[src/rtl/core/assert_macros.svh]
`ifndef ASSERT_MACROS_SVH
`define ASSERT_MACROS_SVH

// Clocked check, held off while reset is asserted.
`define MFC_ASSERT(label, prop, msg) \
  label: assert property (@(posedge clk) disable iff (!rst_n) prop) \
    else $error(msg);

// Clocked check that a condition never occurs.
`define MFC_NEVER(label, expr, msg) \
  label: assert property (@(posedge clk) disable iff (!rst_n) !(expr)) \
    else $error(msg);

`endif

[src/rtl/core/mfc_pkg.sv]
`default_nettype none

package mfc_pkg;

  localparam int NUM_BANKS = 10;
  localparam int NUM_SLOTS = 8;

  localparam int PROG_W      = 7;
  localparam int SLOT_IDX_W  = (NUM_SLOTS > 1) ? $clog2(NUM_SLOTS) : 1;
  localparam int BANK_W      = ($clog2(NUM_BANKS + 1) > 4) ? $clog2(NUM_BANKS + 1) : 4;
  localparam int BANK_IDX_W  = (NUM_BANKS > 1) ? $clog2(NUM_BANKS) : 1;
  localparam int ROW_W       = NUM_SLOTS * PROG_W;

  localparam logic [BANK_W-1:0] BANK_MAX = BANK_W'(NUM_BANKS);
  localparam logic [BANK_W-1:0] BANK_MIN = BANK_W'(1);
  localparam logic [3:0]        SLOTS_L  = 4'(NUM_SLOTS);

  localparam int QUEUE_DEPTH = 4;
  localparam int Q_IDX_W     = 2;
  localparam int Q_CNT_W     = 3;

  localparam logic [7:0]        CC_STATUS    = 8'hB0;
  localparam logic [7:0]        PC_STATUS    = 8'hC0;
  localparam logic [PROG_W-1:0] PROG_MAX     = 7'd127;
  localparam logic [PROG_W-1:0] FX_ON_VAL    = 7'd127;
  localparam logic [7:0]        PEDAL_OFFSET = 8'd3;
  localparam logic [7:0]        PEDAL_CLIP   = 8'd112;

  localparam logic [6:0] FX_BASE_RST   = 7'd64;
  localparam logic [6:0] EXPR_CTRL_RST = 7'd11;
  localparam logic [3:0] MIDI_CH_RST   = 4'd0;

  localparam int CFG_IDX_W  = 2;
  localparam int CFG_DATA_W = 7;
  localparam logic [CFG_IDX_W-1:0] CFG_FX_BASE   = 2'd0;
  localparam logic [CFG_IDX_W-1:0] CFG_EXPR_CTRL = 2'd1;
  localparam logic [CFG_IDX_W-1:0] CFG_MIDI_CH   = 2'd2;

  typedef enum logic [2:0] {
    FN_PEDAL = 3'd0,
    FN_INC   = 3'd1,
    FN_DEC   = 3'd2,
    FN_SAVE  = 3'd3,
    FN_LOAD  = 3'd4,
    FN_FSW   = 3'd5,
    FN_MODE  = 3'd6,
    FN_NONE  = 3'd7
  } func_t;

  typedef enum logic [2:0] {
    OP_PEDAL,
    OP_INC,
    OP_DEC,
    OP_SAVE,
    OP_LOAD,
    OP_FSW,
    OP_MODE,
    OP_NOP
  } op_t;

  typedef enum logic [1:0] {
    UI_NORMAL = 2'd0,
    UI_SAVE   = 2'd1,
    UI_LOAD   = 2'd2
  } ui_t;

  typedef enum logic {
    EX_RUN,
    EX_LOAD
  } exec_t;

  typedef struct packed {
    op_t              op;
    logic [2:0]       idx;
    logic [PROG_W-1:0] value;
  } cmd_t;

  function automatic logic [PROG_W-1:0] bank_one_default(input logic [2:0] slot);
    logic [PROG_W-1:0] p;
    unique case (slot)
      3'd0:    p = 7'd9;
      3'd1:    p = 7'd11;
      3'd2:    p = 7'd12;
      3'd3:    p = 7'd13;
      3'd4:    p = 7'd11;
      3'd5:    p = 7'd13;
      3'd6:    p = 7'd9;
      default: p = 7'd12;
    endcase
    return p;
  endfunction

endpackage

`default_nettype wire

[src/rtl/core/mfc_if.sv]
`default_nettype none

interface mfc_in_if;
  logic       valid;
  logic       ready;
  logic [2:0] func;
  logic [2:0] switch_index;
  logic [9:0] pedal_sample;

  modport source (output valid, func, switch_index, pedal_sample, input ready);
  modport sink   (input valid, func, switch_index, pedal_sample, output ready);
endinterface

interface mfc_out_if;
  logic       valid;
  logic       ready;
  logic [7:0] midi_byte;
  logic       byte_valid;
  logic       last;
  logic [1:0] ui_state;
  logic [2:0] active_slot_out;
  logic [3:0] bank_number;
  logic       cc_mode_out;
  logic [6:0] slot_program;

  modport source (output valid, midi_byte, byte_valid, last, ui_state, active_slot_out,
                  bank_number, cc_mode_out, slot_program, input ready);
  modport sink   (input valid, midi_byte, byte_valid, last, ui_state, active_slot_out,
                  bank_number, cc_mode_out, slot_program, output ready);
endinterface

`default_nettype wire

[src/rtl/core/midi_footswitch_controller_top.sv]
// channel   dir  handshake     payload
// in_ch     in   valid/ready   func, switch_index, pedal_sample
// out_ch    out  valid/ready   midi_byte, byte_valid, last, ui_state, active_slot_out,
//                              bank_number, cc_mode_out, slot_program
// cfg_*     in   cfg_we        cfg_index, cfg_wdata
//
// One word out per cycle while out_ch is ready: an event yields 1 to 3 result words through the
// single output register; a load confirm first reads the bank row, then sends its words.
// The first result word passes through the command queue and emit buffer to the output register.
// Four-deep command queue lets events be taken while earlier ones are still going out.
// rst_n is synchronous; bank rows are tracked by valid bits, so there is no clearing pass.
// out_ch stalls hold the output word and back up through the queue to in_ch.ready.
`default_nettype none

module midi_footswitch_controller_top (
  input  wire logic                           clk,
  input  wire logic                           rst_n,
  mfc_in_if.sink                              in_ch,
  mfc_out_if.source                           out_ch,
  input  wire logic                           cfg_we,
  input  wire logic [mfc_pkg::CFG_IDX_W-1:0]  cfg_index,
  input  wire logic [mfc_pkg::CFG_DATA_W-1:0] cfg_wdata
);

  mfc_pkg::cmd_t cmd;
  logic          cmd_valid;
  logic          cmd_pop;

  mfc_front u_front (
    .clk       (clk),
    .rst_n     (rst_n),
    .in_ch     (in_ch),
    .cmd       (cmd),
    .cmd_valid (cmd_valid),
    .cmd_pop   (cmd_pop)
  );

  mfc_back u_back (
    .clk       (clk),
    .rst_n     (rst_n),
    .cmd       (cmd),
    .cmd_valid (cmd_valid),
    .cmd_pop   (cmd_pop),
    .cfg_we    (cfg_we),
    .cfg_index (cfg_index),
    .cfg_wdata (cfg_wdata),
    .out_ch    (out_ch)
  );

endmodule

`default_nettype wire

[src/rtl/core/mfc_front.sv]
`default_nettype none

module mfc_front (
  input  wire logic  clk,
  input  wire logic  rst_n,
  mfc_in_if.sink     in_ch,
  output mfc_pkg::cmd_t cmd,
  output logic       cmd_valid,
  input  wire logic  cmd_pop
);

  mfc_pkg::cmd_t                       dec_cmd;
  logic [7:0]                          raw_q;
  logic [7:0]                          raw_off;
  logic                                push;
  mfc_pkg::cmd_t                       q_mem [mfc_pkg::QUEUE_DEPTH];
  logic [mfc_pkg::Q_IDX_W-1:0]         wr_ptr_r, wr_ptr_nxt;
  logic [mfc_pkg::Q_IDX_W-1:0]         rd_ptr_r, rd_ptr_nxt;
  logic [mfc_pkg::Q_CNT_W-1:0]         cnt_r, cnt_nxt;

  localparam logic [mfc_pkg::Q_IDX_W-1:0] PTR_LAST = mfc_pkg::Q_IDX_W'(mfc_pkg::QUEUE_DEPTH - 1);
  localparam logic [mfc_pkg::Q_CNT_W-1:0] CNT_FULL = mfc_pkg::Q_CNT_W'(mfc_pkg::QUEUE_DEPTH);

  // classify
  always_comb begin
    raw_q         = in_ch.pedal_sample[9:2];
    raw_off       = raw_q - mfc_pkg::PEDAL_OFFSET;
    dec_cmd.idx   = in_ch.switch_index;
    if (raw_q < mfc_pkg::PEDAL_OFFSET) begin
      dec_cmd.value = '0;
    end else if (raw_off > mfc_pkg::PEDAL_CLIP) begin
      dec_cmd.value = mfc_pkg::PROG_MAX;
    end else begin
      dec_cmd.value = raw_off[mfc_pkg::PROG_W-1:0];
    end
    unique case (mfc_pkg::func_t'(in_ch.func))
      mfc_pkg::FN_PEDAL: dec_cmd.op = mfc_pkg::OP_PEDAL;
      mfc_pkg::FN_INC:   dec_cmd.op = mfc_pkg::OP_INC;
      mfc_pkg::FN_DEC:   dec_cmd.op = mfc_pkg::OP_DEC;
      mfc_pkg::FN_SAVE:  dec_cmd.op = mfc_pkg::OP_SAVE;
      mfc_pkg::FN_LOAD:  dec_cmd.op = mfc_pkg::OP_LOAD;
      mfc_pkg::FN_FSW:   dec_cmd.op = ({1'b0, in_ch.switch_index} < mfc_pkg::SLOTS_L) ?
                                      mfc_pkg::OP_FSW : mfc_pkg::OP_NOP;
      mfc_pkg::FN_MODE:  dec_cmd.op = mfc_pkg::OP_MODE;
      mfc_pkg::FN_NONE:  dec_cmd.op = mfc_pkg::OP_NOP;
    endcase
  end

  // command queue
  assign in_ch.ready = (cnt_r != CNT_FULL);
  assign push        = in_ch.valid && in_ch.ready;
  assign cmd_valid   = (cnt_r != '0);
  assign cmd         = q_mem[rd_ptr_r];

  always_comb begin
    wr_ptr_nxt = wr_ptr_r;
    rd_ptr_nxt = rd_ptr_r;
    cnt_nxt    = cnt_r;
    if (push) begin
      wr_ptr_nxt = (wr_ptr_r == PTR_LAST) ? '0 : wr_ptr_r + 1'b1;
    end
    if (cmd_pop) begin
      rd_ptr_nxt = (rd_ptr_r == PTR_LAST) ? '0 : rd_ptr_r + 1'b1;
    end
    if (push && !cmd_pop) begin
      cnt_nxt = cnt_r + 1'b1;
    end else if (!push && cmd_pop) begin
      cnt_nxt = cnt_r - 1'b1;
    end
  end

  always_ff @(posedge clk) begin
    if (!rst_n) begin
      wr_ptr_r <= '0;
      rd_ptr_r <= '0;
      cnt_r    <= '0;
    end else begin
      wr_ptr_r <= wr_ptr_nxt;
      rd_ptr_r <= rd_ptr_nxt;
      cnt_r    <= cnt_nxt;
    end
  end

  always_ff @(posedge clk) begin
    if (push) begin
      q_mem[wr_ptr_r] <= dec_cmd;
    end
  end

endmodule

`default_nettype wire

[src/rtl/core/mfc_back.sv]
`default_nettype none
`include "assert_macros.svh"

module mfc_back (
  input  wire logic                              clk,
  input  wire logic                              rst_n,
  input  wire mfc_pkg::cmd_t                     cmd,
  input  wire logic                              cmd_valid,
  output logic                                   cmd_pop,
  input  wire logic                              cfg_we,
  input  wire logic [mfc_pkg::CFG_IDX_W-1:0]     cfg_index,
  input  wire logic [mfc_pkg::CFG_DATA_W-1:0]    cfg_wdata,
  mfc_out_if.source                              out_ch
);

  localparam int PW = mfc_pkg::PROG_W;
  localparam int SW = mfc_pkg::SLOT_IDX_W;
  localparam int NS = mfc_pkg::NUM_SLOTS;

  // config
  logic [6:0] fx_base_r;
  logic [6:0] expr_ctrl_r;
  logic [3:0] midi_ch_r;

  // preset state
  logic [PW-1:0]               working_r   [NS];
  logic [PW-1:0]               working_nxt [NS];
  logic [PW-1:0]               cur_prog_r, cur_prog_nxt;
  logic [2:0]                  active_slot_r, active_slot_nxt;
  logic [mfc_pkg::BANK_W-1:0]  bank_r, bank_nxt;
  logic                        cc_mode_r, cc_mode_nxt;
  logic [NS-1:0]               fx_tog_r, fx_tog_nxt;
  logic [PW-1:0]               last_expr_r, last_expr_nxt;
  mfc_pkg::ui_t                ui_r, ui_nxt;
  mfc_pkg::exec_t              ex_r, ex_nxt;

  // bank store, one row per bank
  logic [mfc_pkg::ROW_W-1:0]      store_mem [mfc_pkg::NUM_BANKS];
  logic [mfc_pkg::NUM_BANKS-1:0]  row_vld_r, row_vld_nxt;
  logic [mfc_pkg::ROW_W-1:0]      rd_row_r;
  logic                           rd_vld_r;
  logic                           rd_first_r;
  logic [mfc_pkg::ROW_W-1:0]      wr_row;
  logic [mfc_pkg::BANK_W-1:0]     bank_m1;
  logic [mfc_pkg::BANK_IDX_W-1:0] bank_idx;
  logic                           save_wr;
  logic [PW-1:0]                  load_prog [NS];

  // emitter
  logic [7:0] emit_buf_r [3];
  logic [7:0] emit_buf_nxt [3];
  logic [1:0] emit_cnt_r, emit_cnt_nxt;
  logic       emit_bv_r, emit_bv_nxt;
  logic       out_load;
  logic       emit_free;

  // output word
  logic       out_valid_r;
  logic [7:0] out_byte_r;
  logic       out_bv_r;
  logic       out_last_r;
  logic [1:0] out_ui_r;
  logic [2:0] out_slot_r;
  logic [3:0] out_bank_r;
  logic       out_cc_r;
  logic [6:0] out_prog_r;

  logic [7:0]    cc_status;
  logic [7:0]    pc_status;
  logic [SW-1:0] cmd_slot;
  logic [SW-1:0] act_slot;
  logic          new_tog;

  assign cc_status = mfc_pkg::CC_STATUS | {4'b0000, midi_ch_r};
  assign pc_status = mfc_pkg::PC_STATUS | {4'b0000, midi_ch_r};
  assign cmd_slot  = cmd.idx[SW-1:0];
  assign act_slot  = active_slot_r[SW-1:0];
  assign bank_m1   = bank_r - mfc_pkg::BANK_MIN;
  assign bank_idx  = bank_m1[mfc_pkg::BANK_IDX_W-1:0];

  assign out_load  = (emit_cnt_r != 2'd0) && (!out_valid_r || out_ch.ready);
  assign emit_free = (emit_cnt_r == 2'd0) || ((emit_cnt_r == 2'd1) && out_load);
  assign cmd_pop   = cmd_valid && (ex_r == mfc_pkg::EX_RUN) && emit_free;

  always_comb begin
    for (int i = 0; i < NS; i++) begin
      wr_row[i*PW +: PW] = working_r[i];
      if (rd_vld_r) begin
        load_prog[i] = rd_row_r[i*PW +: PW];
      end else if (rd_first_r) begin
        load_prog[i] = mfc_pkg::bank_one_default(3'(i));
      end else begin
        load_prog[i] = '0;
      end
    end
  end

  always_comb begin
    working_nxt     = working_r;
    cur_prog_nxt    = cur_prog_r;
    active_slot_nxt = active_slot_r;
    bank_nxt        = bank_r;
    cc_mode_nxt     = cc_mode_r;
    fx_tog_nxt      = fx_tog_r;
    last_expr_nxt   = last_expr_r;
    ui_nxt          = ui_r;
    ex_nxt          = ex_r;
    row_vld_nxt     = row_vld_r;
    save_wr         = 1'b0;
    new_tog         = ~fx_tog_r[cmd_slot];
    emit_buf_nxt    = emit_buf_r;
    emit_cnt_nxt    = emit_cnt_r;
    emit_bv_nxt     = emit_bv_r;

    if (out_load) begin
      emit_buf_nxt[0] = emit_buf_r[1];
      emit_buf_nxt[1] = emit_buf_r[2];
      emit_cnt_nxt    = emit_cnt_r - 2'd1;
    end

    if (ex_r == mfc_pkg::EX_LOAD) begin
      working_nxt     = load_prog;
      cur_prog_nxt    = load_prog[0];
      active_slot_nxt = '0;
      ui_nxt          = mfc_pkg::UI_NORMAL;
      ex_nxt          = mfc_pkg::EX_RUN;
      emit_buf_nxt[0] = pc_status;
      emit_buf_nxt[1] = {1'b0, load_prog[0]};
      emit_cnt_nxt    = 2'd2;
      emit_bv_nxt     = 1'b1;
    end else if (cmd_pop) begin
      // status-only unless an arm below sends bytes
      emit_buf_nxt[0] = '0;
      emit_cnt_nxt    = 2'd1;
      emit_bv_nxt     = 1'b0;
      unique case (cmd.op)
        mfc_pkg::OP_PEDAL: begin
          if (ui_r == mfc_pkg::UI_NORMAL && cmd.value != last_expr_r) begin
            last_expr_nxt   = cmd.value;
            emit_buf_nxt[0] = cc_status;
            emit_buf_nxt[1] = {1'b0, expr_ctrl_r};
            emit_buf_nxt[2] = {1'b0, cmd.value};
            emit_cnt_nxt    = 2'd3;
            emit_bv_nxt     = 1'b1;
          end
        end
        mfc_pkg::OP_INC: begin
          if (ui_r == mfc_pkg::UI_NORMAL) begin
            if (cur_prog_r != mfc_pkg::PROG_MAX) begin
              cur_prog_nxt          = cur_prog_r + 1'b1;
              working_nxt[act_slot] = cur_prog_r + 1'b1;
            end
          end else if (bank_r < mfc_pkg::BANK_MAX) begin
            bank_nxt = bank_r + 1'b1;
          end
        end
        mfc_pkg::OP_DEC: begin
          if (ui_r == mfc_pkg::UI_NORMAL) begin
            if (cur_prog_r != '0) begin
              cur_prog_nxt          = cur_prog_r - 1'b1;
              working_nxt[act_slot] = cur_prog_r - 1'b1;
            end
          end else if (bank_r > mfc_pkg::BANK_MIN) begin
            bank_nxt = bank_r - 1'b1;
          end
        end
        mfc_pkg::OP_SAVE: begin
          if (ui_r == mfc_pkg::UI_NORMAL) begin
            ui_nxt = mfc_pkg::UI_SAVE;
          end else if (ui_r == mfc_pkg::UI_SAVE) begin
            save_wr               = 1'b1;
            row_vld_nxt[bank_idx] = 1'b1;
            ui_nxt                = mfc_pkg::UI_NORMAL;
          end
        end
        mfc_pkg::OP_LOAD: begin
          if (ui_r == mfc_pkg::UI_NORMAL) begin
            ui_nxt = mfc_pkg::UI_LOAD;
          end else if (ui_r == mfc_pkg::UI_LOAD) begin
            // row read is under way; the row is applied next cycle
            ex_nxt       = mfc_pkg::EX_LOAD;
            emit_cnt_nxt = 2'd0;
          end
        end
        mfc_pkg::OP_FSW: begin
          if (ui_r == mfc_pkg::UI_NORMAL) begin
            if (!cc_mode_r) begin
              active_slot_nxt = cmd.idx;
              cur_prog_nxt    = working_r[cmd_slot];
              emit_buf_nxt[0] = pc_status;
              emit_buf_nxt[1] = {1'b0, working_r[cmd_slot]};
              emit_cnt_nxt    = 2'd2;
              emit_bv_nxt     = 1'b1;
            end else begin
              fx_tog_nxt[cmd_slot] = new_tog;
              emit_buf_nxt[0]      = cc_status;
              emit_buf_nxt[1]      = {1'b0, 7'(fx_base_r + 7'(cmd.idx))};
              emit_buf_nxt[2]      = {1'b0, (new_tog ? mfc_pkg::FX_ON_VAL : 7'd0)};
              emit_cnt_nxt         = 2'd3;
              emit_bv_nxt          = 1'b1;
            end
          end
        end
        mfc_pkg::OP_MODE: begin
          if (ui_r == mfc_pkg::UI_NORMAL) begin
            cc_mode_nxt = ~cc_mode_r;
          end
        end
        mfc_pkg::OP_NOP: begin
        end
      endcase
    end
  end

  always_ff @(posedge clk) begin
    if (!rst_n) begin
      fx_base_r   <= mfc_pkg::FX_BASE_RST;
      expr_ctrl_r <= mfc_pkg::EXPR_CTRL_RST;
      midi_ch_r   <= mfc_pkg::MIDI_CH_RST;
    end else if (cfg_we) begin
      unique case (cfg_index)
        mfc_pkg::CFG_FX_BASE:   fx_base_r   <= cfg_wdata;
        mfc_pkg::CFG_EXPR_CTRL: expr_ctrl_r <= cfg_wdata;
        mfc_pkg::CFG_MIDI_CH:   midi_ch_r   <= cfg_wdata[3:0];
        default: begin
        end
      endcase
    end
  end

  always_ff @(posedge clk) begin
    if (!rst_n) begin
      for (int i = 0; i < NS; i++) begin
        working_r[i] <= mfc_pkg::bank_one_default(3'(i));
      end
      cur_prog_r    <= mfc_pkg::bank_one_default(3'd0);
      active_slot_r <= '0;
      bank_r        <= mfc_pkg::BANK_MIN;
      cc_mode_r     <= 1'b0;
      fx_tog_r      <= '0;
      last_expr_r   <= '0;
      ui_r          <= mfc_pkg::UI_NORMAL;
      ex_r          <= mfc_pkg::EX_RUN;
      row_vld_r     <= '0;
      emit_cnt_r    <= 2'd0;
    end else begin
      working_r     <= working_nxt;
      cur_prog_r    <= cur_prog_nxt;
      active_slot_r <= active_slot_nxt;
      bank_r        <= bank_nxt;
      cc_mode_r     <= cc_mode_nxt;
      fx_tog_r      <= fx_tog_nxt;
      last_expr_r   <= last_expr_nxt;
      ui_r          <= ui_nxt;
      ex_r          <= ex_nxt;
      row_vld_r     <= row_vld_nxt;
      emit_cnt_r    <= emit_cnt_nxt;
    end
  end

  always_ff @(posedge clk) begin
    emit_buf_r <= emit_buf_nxt;
    emit_bv_r  <= emit_bv_nxt;
  end

  always_ff @(posedge clk) begin
    if (save_wr) begin
      store_mem[bank_idx] <= wr_row;
    end
    rd_row_r   <= store_mem[bank_idx];
    rd_vld_r   <= row_vld_r[bank_idx];
    rd_first_r <= (bank_idx == '0);
  end

  always_ff @(posedge clk) begin
    if (!rst_n) begin
      out_valid_r <= 1'b0;
    end else if (out_load) begin
      out_valid_r <= 1'b1;
    end else if (out_ch.ready) begin
      out_valid_r <= 1'b0;
    end
  end

  always_ff @(posedge clk) begin
    if (out_load) begin
      out_byte_r <= emit_buf_r[0];
      out_bv_r   <= emit_bv_r;
      out_last_r <= (emit_cnt_r == 2'd1);
      out_ui_r   <= ui_r;
      out_slot_r <= active_slot_r;
      out_bank_r <= bank_r[3:0];
      out_cc_r   <= cc_mode_r;
      out_prog_r <= cur_prog_r;
    end
  end

  assign out_ch.valid           = out_valid_r;
  assign out_ch.midi_byte       = out_byte_r;
  assign out_ch.byte_valid      = out_bv_r;
  assign out_ch.last            = out_last_r;
  assign out_ch.ui_state        = out_ui_r;
  assign out_ch.active_slot_out = out_slot_r;
  assign out_ch.bank_number     = out_bank_r;
  assign out_ch.cc_mode_out     = out_cc_r;
  assign out_ch.slot_program    = out_prog_r;

  `MFC_ASSERT(a_prog_shadow, cur_prog_r == working_r[act_slot], "active program copy out of step")
  `MFC_ASSERT(a_status_only, out_valid_r && !out_bv_r |-> out_byte_r == 8'h00 && out_last_r, "malformed status-only word")
  `MFC_NEVER(a_byte_in_choice, out_valid_r && out_bv_r && out_ui_r != mfc_pkg::UI_NORMAL, "MIDI byte sent while choosing a bank")
  `MFC_ASSERT(a_load_emits, ex_r == mfc_pkg::EX_LOAD |=> ex_r == mfc_pkg::EX_RUN && emit_cnt_r == 2'd2, "load confirm did not queue program change")

endmodule

`default_nettype wire

[src/flat_wrapper.sv]
// flat-port wrapper written by rule: the top's interface ports become plain ports
module midi_footswitch_controller_top_flat 
  (clk, rst_n, cfg_we, cfg_index, cfg_wdata, in_ch_valid, in_ch_func, in_ch_switch_index, in_ch_pedal_sample, in_ch_ready, out_ch_valid, out_ch_midi_byte, out_ch_byte_valid, out_ch_last, out_ch_ui_state, out_ch_active_slot_out, out_ch_bank_number, out_ch_cc_mode_out, out_ch_slot_program, out_ch_ready);
  mfc_in_if in_ch_i ();
  mfc_out_if out_ch_i ();
  input  wire logic clk;
  input  wire logic rst_n;
  input  wire logic cfg_we;
  input  wire logic [mfc_pkg::CFG_IDX_W-1:0] cfg_index;
  input  wire logic [mfc_pkg::CFG_DATA_W-1:0] cfg_wdata;
  input wire logic [$bits(in_ch_i.valid)-1:0] in_ch_valid;
  input wire logic [$bits(in_ch_i.func)-1:0] in_ch_func;
  input wire logic [$bits(in_ch_i.switch_index)-1:0] in_ch_switch_index;
  input wire logic [$bits(in_ch_i.pedal_sample)-1:0] in_ch_pedal_sample;
  output wire logic [$bits(in_ch_i.ready)-1:0] in_ch_ready;
  output wire logic [$bits(out_ch_i.valid)-1:0] out_ch_valid;
  output wire logic [$bits(out_ch_i.midi_byte)-1:0] out_ch_midi_byte;
  output wire logic [$bits(out_ch_i.byte_valid)-1:0] out_ch_byte_valid;
  output wire logic [$bits(out_ch_i.last)-1:0] out_ch_last;
  output wire logic [$bits(out_ch_i.ui_state)-1:0] out_ch_ui_state;
  output wire logic [$bits(out_ch_i.active_slot_out)-1:0] out_ch_active_slot_out;
  output wire logic [$bits(out_ch_i.bank_number)-1:0] out_ch_bank_number;
  output wire logic [$bits(out_ch_i.cc_mode_out)-1:0] out_ch_cc_mode_out;
  output wire logic [$bits(out_ch_i.slot_program)-1:0] out_ch_slot_program;
  input wire logic [$bits(out_ch_i.ready)-1:0] out_ch_ready;
  assign in_ch_i.valid = in_ch_valid;
  assign in_ch_i.func = in_ch_func;
  assign in_ch_i.switch_index = in_ch_switch_index;
  assign in_ch_i.pedal_sample = in_ch_pedal_sample;
  assign in_ch_ready = in_ch_i.ready;
  assign out_ch_valid = out_ch_i.valid;
  assign out_ch_midi_byte = out_ch_i.midi_byte;
  assign out_ch_byte_valid = out_ch_i.byte_valid;
  assign out_ch_last = out_ch_i.last;
  assign out_ch_ui_state = out_ch_i.ui_state;
  assign out_ch_active_slot_out = out_ch_i.active_slot_out;
  assign out_ch_bank_number = out_ch_i.bank_number;
  assign out_ch_cc_mode_out = out_ch_i.cc_mode_out;
  assign out_ch_slot_program = out_ch_i.slot_program;
  assign out_ch_i.ready = out_ch_ready;
  midi_footswitch_controller_top u_core (.clk(clk), .rst_n(rst_n), .in_ch(in_ch_i), .out_ch(out_ch_i), .cfg_we(cfg_we), .cfg_index(cfg_index), .cfg_wdata(cfg_wdata));
endmodule
[config.mk]
export PLATFORM = sky130hd
export DESIGN_NAME = midi_footswitch_controller_top_flat
export DESIGN_NICKNAME = d
export VERILOG_FILES = /design/src/rtl/core/mfc_pkg.sv /design/src/rtl/core/mfc_if.sv /design/src/rtl/core/midi_footswitch_controller_top.sv /design/src/rtl/core/mfc_front.sv /design/src/rtl/core/mfc_back.sv /design/src/flat_wrapper.sv
export VERILOG_INCLUDE_DIRS = /design/src /design/src/rtl/core
export SDC_FILE = /design/constraint.sdc
export NUM_CORES = 1
export LEC_CHECK = 0
export BUFFER_PORTS_ARGS = -buffer_cell sky130_fd_sc_hd__buf_2
export CAP_MARGIN = 25
export CORE_ASPECT_RATIO = 0.8
export CORE_MARGIN = 2
export CORE_UTILIZATION = 50
export DETAILED_ROUTE_END_ITERATION = 10
export PLACE_DENSITY = 0.66
export SETUP_SLACK_MARGIN = 0.1
export SYNTH_ARGS = -nofsm -noshare
export SYNTH_HDL_FRONTEND = slang
export SYNTH_SLANG_ARGS = --single-unit
[constraint.sdc]
create_clock -name clk -period 15.7 [get_ports clk]
set_input_delay 1.57 -clock clk [delete_from_list [all_inputs] [get_ports clk]]
set_output_delay 1.57 -clock clk [all_outputs]
set_load 0.03 [all_outputs]
==> out/qor.csv, run 1 <==
stage,metric,value,unit
worst_setup_path,CP dominant cell by count,buf_4,
detailed_routing,final wirelength,80.4,mm
cells_and_area,most frequent cells in the layout,"edfxtp_1 (650), dfxtp_1 (199), nand2_1 (191)",
global_routing,GRT Util Overall,0.232,
clock_tree,htree depth,3,
timing,max-slew violation count,0,
status,status,"complete, no violations",
worst_setup_path,Critical path buffers and inverters,3,
floorplan,die area,69700,um^2
placed_design,IO Port Bufs,56,
worst_setup_path,Crit path largest cell delay,0.97,ns
placed_design,GPL Wtd Cong,0.882,
floorplan,area of the core,67100,um^2
placed_design,pre-CTS WS,10.83,ns
timing,unrepaired setup endpoints after global routing,false,
global_routing,initial antenna violation count,0,
detailed_routing,# DRC,0,
pwr,power density over cell area,146,nW/um^2
cells_and_area,Synth-to-Final Area Change,11.3,%
synthesis,Post-Synth XOR/XNOR Area,0.00881,
synthesis,top cell type by total area after synthesis,edfxtp_1,
clock_tree,Max clock buf depth,3,
cells_and_area,FF/Latch Area,23500,um^2
timing,sum of negative setup slack,0,ns
cells_and_area,# fillers,5182,
floorplan,Die Width,295,um
synthesis,post-synthesis register bit count,850,
synthesis,number of synthesized flops with an enable pin,650,
synthesis,Post-Synth Adder-Cell Area,0.00859,
synthesis,post-synthesis mux area share,0.107,
worst_setup_path,CP Cell Sequence,nor3_1 -> xnor2_2 -> buf_4 -> buf_4 -> and4_1 -> and3_4 -> buf_4,
synthesis,synthesized net count,2261,
clock_tree,hold buffer count at CTS,0,
worst_setup_path,data arrival time of the critical path,4.93,ns
detailed_routing,drt wl/cell,25.0,um
detailed_routing,Via Count,19700,
synthesis,register area share after synthesis,0.696,
worst_setup_path,Setup crit end kind,flip-flop,
worst_setup_path,critical path startpoint category,flip-flop,
pwr,Pleak,12.7,nW
synthesis,Post-synth top flop,edfxtp_1,
synthesis,"top cells by area, synth","edfxtp_1 (58%), dfxtp_1 (12%), mux4_2 (8.5%)",
clock_tree,# clock sinks,850,
floorplan,# rows,85,
detailed_routing,DR vias/cell,6.13,
clock_tree,"Reg clk slew, reported paths",0.06,ns
synthesis,post-synthesis compound-gate area fraction,0.0875,
clock_tree,post_cts resized,0,
run,Max Cap Viol,0,
worst_setup_path,Critical Path Fanout Max,75,
worst_setup_path,Worst Path Required,15.95,ns
clock_tree,Post-CTS Setup Bufs,0,
worst_setup_path,Worst path slowest cell,dfxtp_4,
detailed_routing,Initial DRT Pass Iterations,6,
synthesis,"Avg Cell Area, Syn",15.3,um^2
global_routing,number of global-route vias before repair,18900,
timing,Final WS setup,11.02,ns
floorplan,Starting Density,0.504,
clock_tree,CTS Buf Count,78,
global_routing,largest net degree at the start of global routing,119,
floorplan,Die H,237,um
detailed_routing,Post-DRT Antenna Nets,0,
synthesis,Syn. warnings,0,
detailed_routing,Iter 0 DRT Violations,2217,
placed_design,HPWL after DPL,45.7,mm
cells_and_area,diodes inserted,0,
clock_tree,root buf cell,clkbuf_16,
synthesis,synthesized cell area,33800,um^2
cells_and_area,"most common cell after layout, fill and taps aside",edfxtp_1,
timing,"Period Utilization, post-route",0.298,
cells_and_area,share of layout cells above drive strength 1,0.168,
synthesis,Synth Area in Simple Gates,0.0703,
clock_tree,Clock Latency Late Sink,0.64,ns
global_routing,"Remaining Overflow, GRT",0,
hold_path,Hold Crit Class,reg2reg,
cells_and_area,"Net count, final",2287,
timing,Final Setup Violations,0,
timing,Final Skew,0.0199,ns
timing,Worst-Margin Slew,1.15,ns
timing,Tmin final,4.68,ns
synthesis,Synth Instances,2209,
worst_setup_path,critical path type,reg2reg,
synthesis,top cell type's share of synthesized area,0.578,
floorplan,Ports,59,
synthesis,combinational family with the most area after synthesis,multiplexers,
timing,slew margin rel.,0.236,
worst_setup_path,"CP delay by family, top",buffers and inverters,
clock_tree,CTS tree,done,
global_routing,first-pass GRT wire length,121,mm
synthesis,Netlist cell types,79,
timing,final hold violation count,0,
synthesis,Post-synth ARST share,0,
pwr,VDD IR max,0.0000953,V
timing,maximum clock rate,214,MHz
cells_and_area,area of the multi-input gates,9670,um^2
==> power breakdown <==
group	total (mW)	internal (mW)	switching (mW)	leakage, nW
Sequential	2.67	2.55	0.119	7.46
Combinational	0.949	0.313	0.637	4.00
Clock	1.88	1.07	0.810	1.25
Total	5.50	3.94	1.57	12.7
==> per-stage QoR <==
stage	hold slack, ns	area [um^2]	cells	total power [mW]	utilization
2_1_floorplan	0.400	33800	2209	3.32	-
3_3_place_gp	0.417	35000	3065	3.62	0.522
3_5_place_dp	0.410	35100	3068	3.65	0.523
4_1_cts	0.424	37600	3213	5.51	0.560
5_1_grt	0.438	37600	3213	5.69	0.560
6_report	0.421	37600	3213	5.50	0.560
==> cells by family (layout without fill, tap and decap cells) <==
group / Yosys count / in the layout
buffers and inverters: 186 / 277
xor gates and xnor gates: 34 / 34
AOI/OAI and AO/OA: 421 / 421
adders and majority gates: 22 / 22
muxes: 200 / 200
and+or+nand+nor: 496 / 496
DFF: 850 / 850
==> path summary, 6_finish.rpt <==
| path | endpoint | start | slack, ns | cells past startpoint |
|---|---|---|---|---|
| setup / recovery | u_core.u_back.store_mem[5][5]$_DFFE_PP_ | u_core.u_back.bank_r[0]$_SDFFE_PN1P_ | 11.02 | 7 |
| setup reg to reg | u_core.u_back.store_mem[5][5]$_DFFE_PP_ | u_core.u_back.bank_r[0]$_SDFFE_PN1P_ | 11.02 | 7 |
| hold reg to reg | u_core.u_back.out_ch.midi_byte[1]$_DFFE_PP_ | u_core.u_back.emit_buf_r[17]$_DFFE_PP_ | 0.42 | 0 |
| hold / removal | u_core.u_back.out_ch.midi_byte[1]$_DFFE_PP_ | u_core.u_back.emit_buf_r[17]$_DFFE_PP_ | 0.42 | 0 |
==> routing by layer <==
layer	vias up	routed length, um	track usage
met2	739	36000	0.347
li1	8691	-	-
met1	10100	36900	0.354
met4	0	1870	0.0598
met3	142	5610	0.0398
met5	-	0	0
==> flip-flops by register name (all words and copies together) (netlist names), 4 cells and up, named ones only <==
name	flops
u_core.u_back.store_mem	560
u_core.u_back.out_ch.slot_program	7
u_core.u_back.midi_ch_r	4
u_core.u_front.q_mem	52
u_core.u_back.fx_base_r	7
u_core.u_back.last_expr_r	7
u_core.u_back.cur_prog_r	7
u_core.u_back.out_ch.bank_number	4
u_core.u_back.row_vld_r	10
u_core.u_back.emit_buf_r	23
u_core.u_back.working_r	56
u_core.u_back.fx_tog_r	8
u_core.u_back.bank_r	4
u_core.u_back.out_ch.midi_byte	8
u_core.u_back.expr_ctrl_r	7
u_core.u_back.rd_row_r	56
==> area by class of cell <==
cell class | instances | share of cell area
clock inverter | 22 | 0.00456
sequential | 850 | 0.626
clock buffer | 123 | 0.0629
timing repair buffer | 92 | 0.0154
multi-input combinational | 1173 | 0.257
inverter | 40 | 0.00399
tap | 913 | 0.0304
==> Yosys cell counts, drive strengths merged (7+ instances only) <==
master,number
mux4,128
and3,10
nor3b,8
nor2,86
xnor2,20
nand2b,7
dfxtp,200
nand2,191
mux2i,66
o21ai,52
a221oi,31
edfxtp,650
o21a,12
ha,20
nor2b,65
a21o,18
nand4,7
and2,13
xor2,14
a31oi,70
nand3b,7
buf,42
nor4,9
a21oi,67
a22oi,25
clkbuf,104
nor3,45
nand3,31
inv,39
a211oi,72
No activity file was read; power rests on OpenSTA's default activity.
==> inputs of run 2 (changes only) <==
- ABC_AREA: default -> 1
- clock period: 15.7 -> 4.5 ns (I/O delays scaled with it)
==> out/qor.csv, run 2 <==
stage,metric,value,unit,change
timing,Final Setup Violations,0,,unchanged
timing,slew margin rel.,0.306,,+0.0702
cells_and_area,Synth-to-Final Area Change,11.6,%,
cells_and_area,"most common cell after layout, fill and taps aside",nand2_1,,
global_routing,number of global-route vias before repair,22900,,+21%
synthesis,synth cell count leaders,"nand2_1 (672), edfxtp_1 (650), nor2_1 (386)",,
worst_setup_path,Crit path largest cell delay,0.82,ns,-0.15 ns
floorplan,Ports,59,,unchanged
synthesis,number of synthesized flops with an enable pin,650,,unchanged
timing,"Period Utilization, post-route",0.796,,+0.498
clock_tree,"Reg clk slew, reported paths",0.07,ns,about the same
global_routing,"Remaining Overflow, GRT",0,,unchanged
pwr,combinational power share,0.227,,+0.054
clock_tree,Post-CTS Setup Bufs,0,,unchanged
cells_and_area,"Most flops, register",u_core.u_back.store_mem,,
global_routing,GRT Util Overall,0.258,,+0.0260
detailed_routing,# DRC,0,,unchanged
synthesis,synthesized cell area,34600,um^2,+2.2%
worst_setup_path,Worst path slowest cell,dfxtp_4,,
pwr,Clk network pwr share,0.321,,-0.021
detailed_routing,DR vias/cell,5.78,,-5.7%
pwr,Sw Share,0.321,,+0.0367
detailed_routing,drt wl/cell,22.1,um,-12%
timing,max-slew violation count,0,,unchanged
timing,unrepaired setup endpoints after global routing,false,,
clock_tree,post_cts resized,0,,unchanged
synthesis,Post-synth top flop,edfxtp_1,,
floorplan,# rows,86,,+1.2%
cells_and_area,most frequent cells in the layout,"nand2_1 (671), edfxtp_1 (650), nor2_1 (381)",,
run,Max Cap Viol,0,,unchanged
pwr,Pleak,14.6,nW,+15%
timing,final hold violation count,0,,unchanged
detailed_routing,Post-DRT Antenna Nets,0,,unchanged
placed_design,HPWL after DPL,52.9,mm,+16%
cells_and_area,share of layout cells above drive strength 1,0.0851,,-0.0832
cells_and_area,max reg flops,560,,unchanged
worst_setup_path,critical path startpoint category,flip-flop,,
cells_and_area,"non-filler cells, final",4204,,+31%
worst_setup_path,Critical Path Fanout Max,59,,-21%
pwr,P_sw,6.84,mW,+340%
synthesis,"Avg Cell Area, Syn",10.8,um^2,-29%
detailed_routing,Via Count,24300,,+23%
cells_and_area,post-layout util,0.562,,+0.00151
cells_and_area,diodes inserted,0,,unchanged
placed_design,IO Port Bufs,56,,unchanged
synthesis,register area share after synthesis,0.681,,-0.0153
worst_setup_path,critical path type,reg2reg,,
floorplan,Die Width,298,um,+1.1%
floorplan,area of the core,68700,um^2,+2.3%
status,status,"complete, no violations",,
timing,maximum clock rate,279,MHz,+31%
cells_and_area,"Net count, final",3266,,+43%
detailed_routing,Iter 0 DRT Violations,2771,,+25%
clock_tree,Max clock buf depth,3,,unchanged
floorplan,Die H,239,um,+1.1%
floorplan,Starting Density,0.503,,about the same
clock_tree,root buf cell,clkbuf_16,,
timing,Hold WS,0.0387,ns,-0.382 ns
clock_tree,hold buffer count at CTS,0,,unchanged
synthesis,post-synthesis register bit count,850,,unchanged
worst_setup_path,Setup crit end kind,flip-flop,,
timing,Tmin final,3.58,ns,-1.10 ns
placed_design,GPL Wtd Cong,0.885,,+0.35%
synthesis,synthesized net count,3251,,+44%
cells_and_area,# fillers,5741,,+11%
cells_and_area,top flop regs,"u_core.u_back.store_mem: 560 flops, u_core.u_back.rd_row_r: 56 flops, u_core.u_back.working_r: 56 flops",,
clock_tree,Clock Latency Late Sink,0.64,ns,about the same
detailed_routing,Initial DRT Pass Iterations,6,,unchanged
timing,Final Skew,0.0166,ns,-0.00330 ns
placed_design,dpl cells,4057,,+32%
clock_tree,htree depth,3,,unchanged
clock_tree,CTS Buf Count,79,,+1.3%
global_routing,largest net degree at the start of global routing,222,,+87%
clock_tree,# clock sinks,850,,unchanged
global_routing,first-pass GRT wire length,139,mm,+15%
timing,sum of negative setup slack,0,ns,unchanged
floorplan,die area,71200,um^2,+2.2%
synthesis,top cell type's share of synthesized area,0.565,,-0.0127
synthesis,Synth Instances,3199,,+45%
timing,Worst-Margin Slew,1.04,ns,-0.108 ns
pwr,VDD IR max,0.000338,V,+260%
pwr,power density over cell area,552,nW/um^2,+280%
pwr,Seq pwr share,0.452,,-0.034
worst_setup_path,CP Cell Sequence,inv_6 -> nand2_1 -> nand2_1 -> nand2_2 -> buf_4 -> inv_1 -> nor2_4 -> inv_1 -> nor3_4 -> buf_4,,
synthesis,"top cells by area, synth","edfxtp_1 (56%), dfxtp_1 (12%), nand2_1 (7.3%)",,
global_routing,initial antenna violation count,0,,unchanged
synthesis,most frequent cell after synthesis,nand2_1,,
pwr,Pint,14.4,mW,+270%
clock_tree,CTS tree,done,,
synthesis,Post-synth ARST share,0,,unchanged
synthesis,Netlist cell types,46,,-42%
synthesis,Syn. warnings,0,,unchanged
hold_path,Hold Crit Class,in2reg,,
worst_setup_path,Worst Path Required,4.76,ns,-11.19 ns
worst_setup_path,data arrival time of the critical path,3.84,ns,-1.09 ns
pwr,total power draw,21.3,mW,+290%
synthesis,top cell type by total area after synthesis,edfxtp_1,,
detailed_routing,final wirelength,92.8,mm,+15%
[run 2: final timing paths]
kind,from,endpoint,slack [ns],cells after the start
max,u_core.u_back.bank_r[0]$_SDFFE_PN1P_,u_core.u_back.store_mem[5][9]$_DFFE_PP_,0.92,10
min,in_ch_switch_index[1],u_core.u_front.q_mem[0][8]$_DFFE_PP_,0.04,1
max reg2reg,u_core.u_back.bank_r[0]$_SDFFE_PN1P_,u_core.u_back.store_mem[5][9]$_DFFE_PP_,0.92,10
min reg2reg,u_core.u_back.emit_buf_r[17]$_DFFE_PP_,u_core.u_back.out_ch.midi_byte[1]$_DFFE_PP_,0.42,0
[run 2: worst max-delay path: cells and delay by family, from the launching register on]
family        cells  cell delay, ns
simple gates      5            0.64
buf+inv           5            1.70
flops             1            0.82
[run 2: per-layer routing]
| layer | routed length [um] | vias up | track usage | part of all wire |
|---|---|---|---|---|
| li1 | - | 11200 | - | - |
| met2 | 41200 | 1090 | 0.394 | 0.44 |
| met1 | 40800 | 11900 | 0.379 | 0.44 |
| met3 | 8630 | 149 | 0.0501 | 0.093 |
| met4 | 2160 | 0 | 0.0696 | 0.023 |
| met5 | 0 | - | 0 | 0 |
[run 2: kinds of logic after synthesis]
| group | after synthesis | synth area share |
|---|---|---|
| buffers and inverters | 367 | 0.0433 |
| and+or+nand+nor | 1243 | 0.146 |
| DFF | 850 | 0.681 |
| adders and majority gates | 22 | 0.00840 |
| AOI/OAI and AO/OA | 691 | 0.115 |
| xor gates and xnor gates | 26 | 0.00659 |
[run 2: cell type report]
type | count | area, um^2 | share of cell area
Clock buffer | 111 | 2250 | 0.0584
Sequential cell | 850 | 23500 | 0.610
Timing Repair Buffer | 106 | 828 | 0.0215
Clock inverter | 36 | 397 | 0.0103
Inverter | 195 | 747 | 0.0194
Tap cell | 924 | 1160 | 0.0300
Multi-Input combinational cell | 1982 | 9670 | 0.251
[run 2: through the flow]
step / area, um^2 / worst slack (ns)
2_1_floorplan: 34600 / -0.112
3_3_place_gp: 35900 / 0.944
3_5_place_dp: 35900 / 0.934
4_1_cts: 38600 / 0.889
5_1_grt: 38600 / 0.720
6_report: 38600 / 0.916
[run 2: power groups by stage]
stage,combinational (mW),clock (mW),sequential [mW]
6_report,4.83,6.84,9.62
2_1_floorplan,3.03,0,9.77
3_3_place_gp,4.66,0,9.75
3_5_place_dp,4.74,0,9.77
5_1_grt,5.29,7.21,9.67
4_1_cts,4.76,6.92,9.61
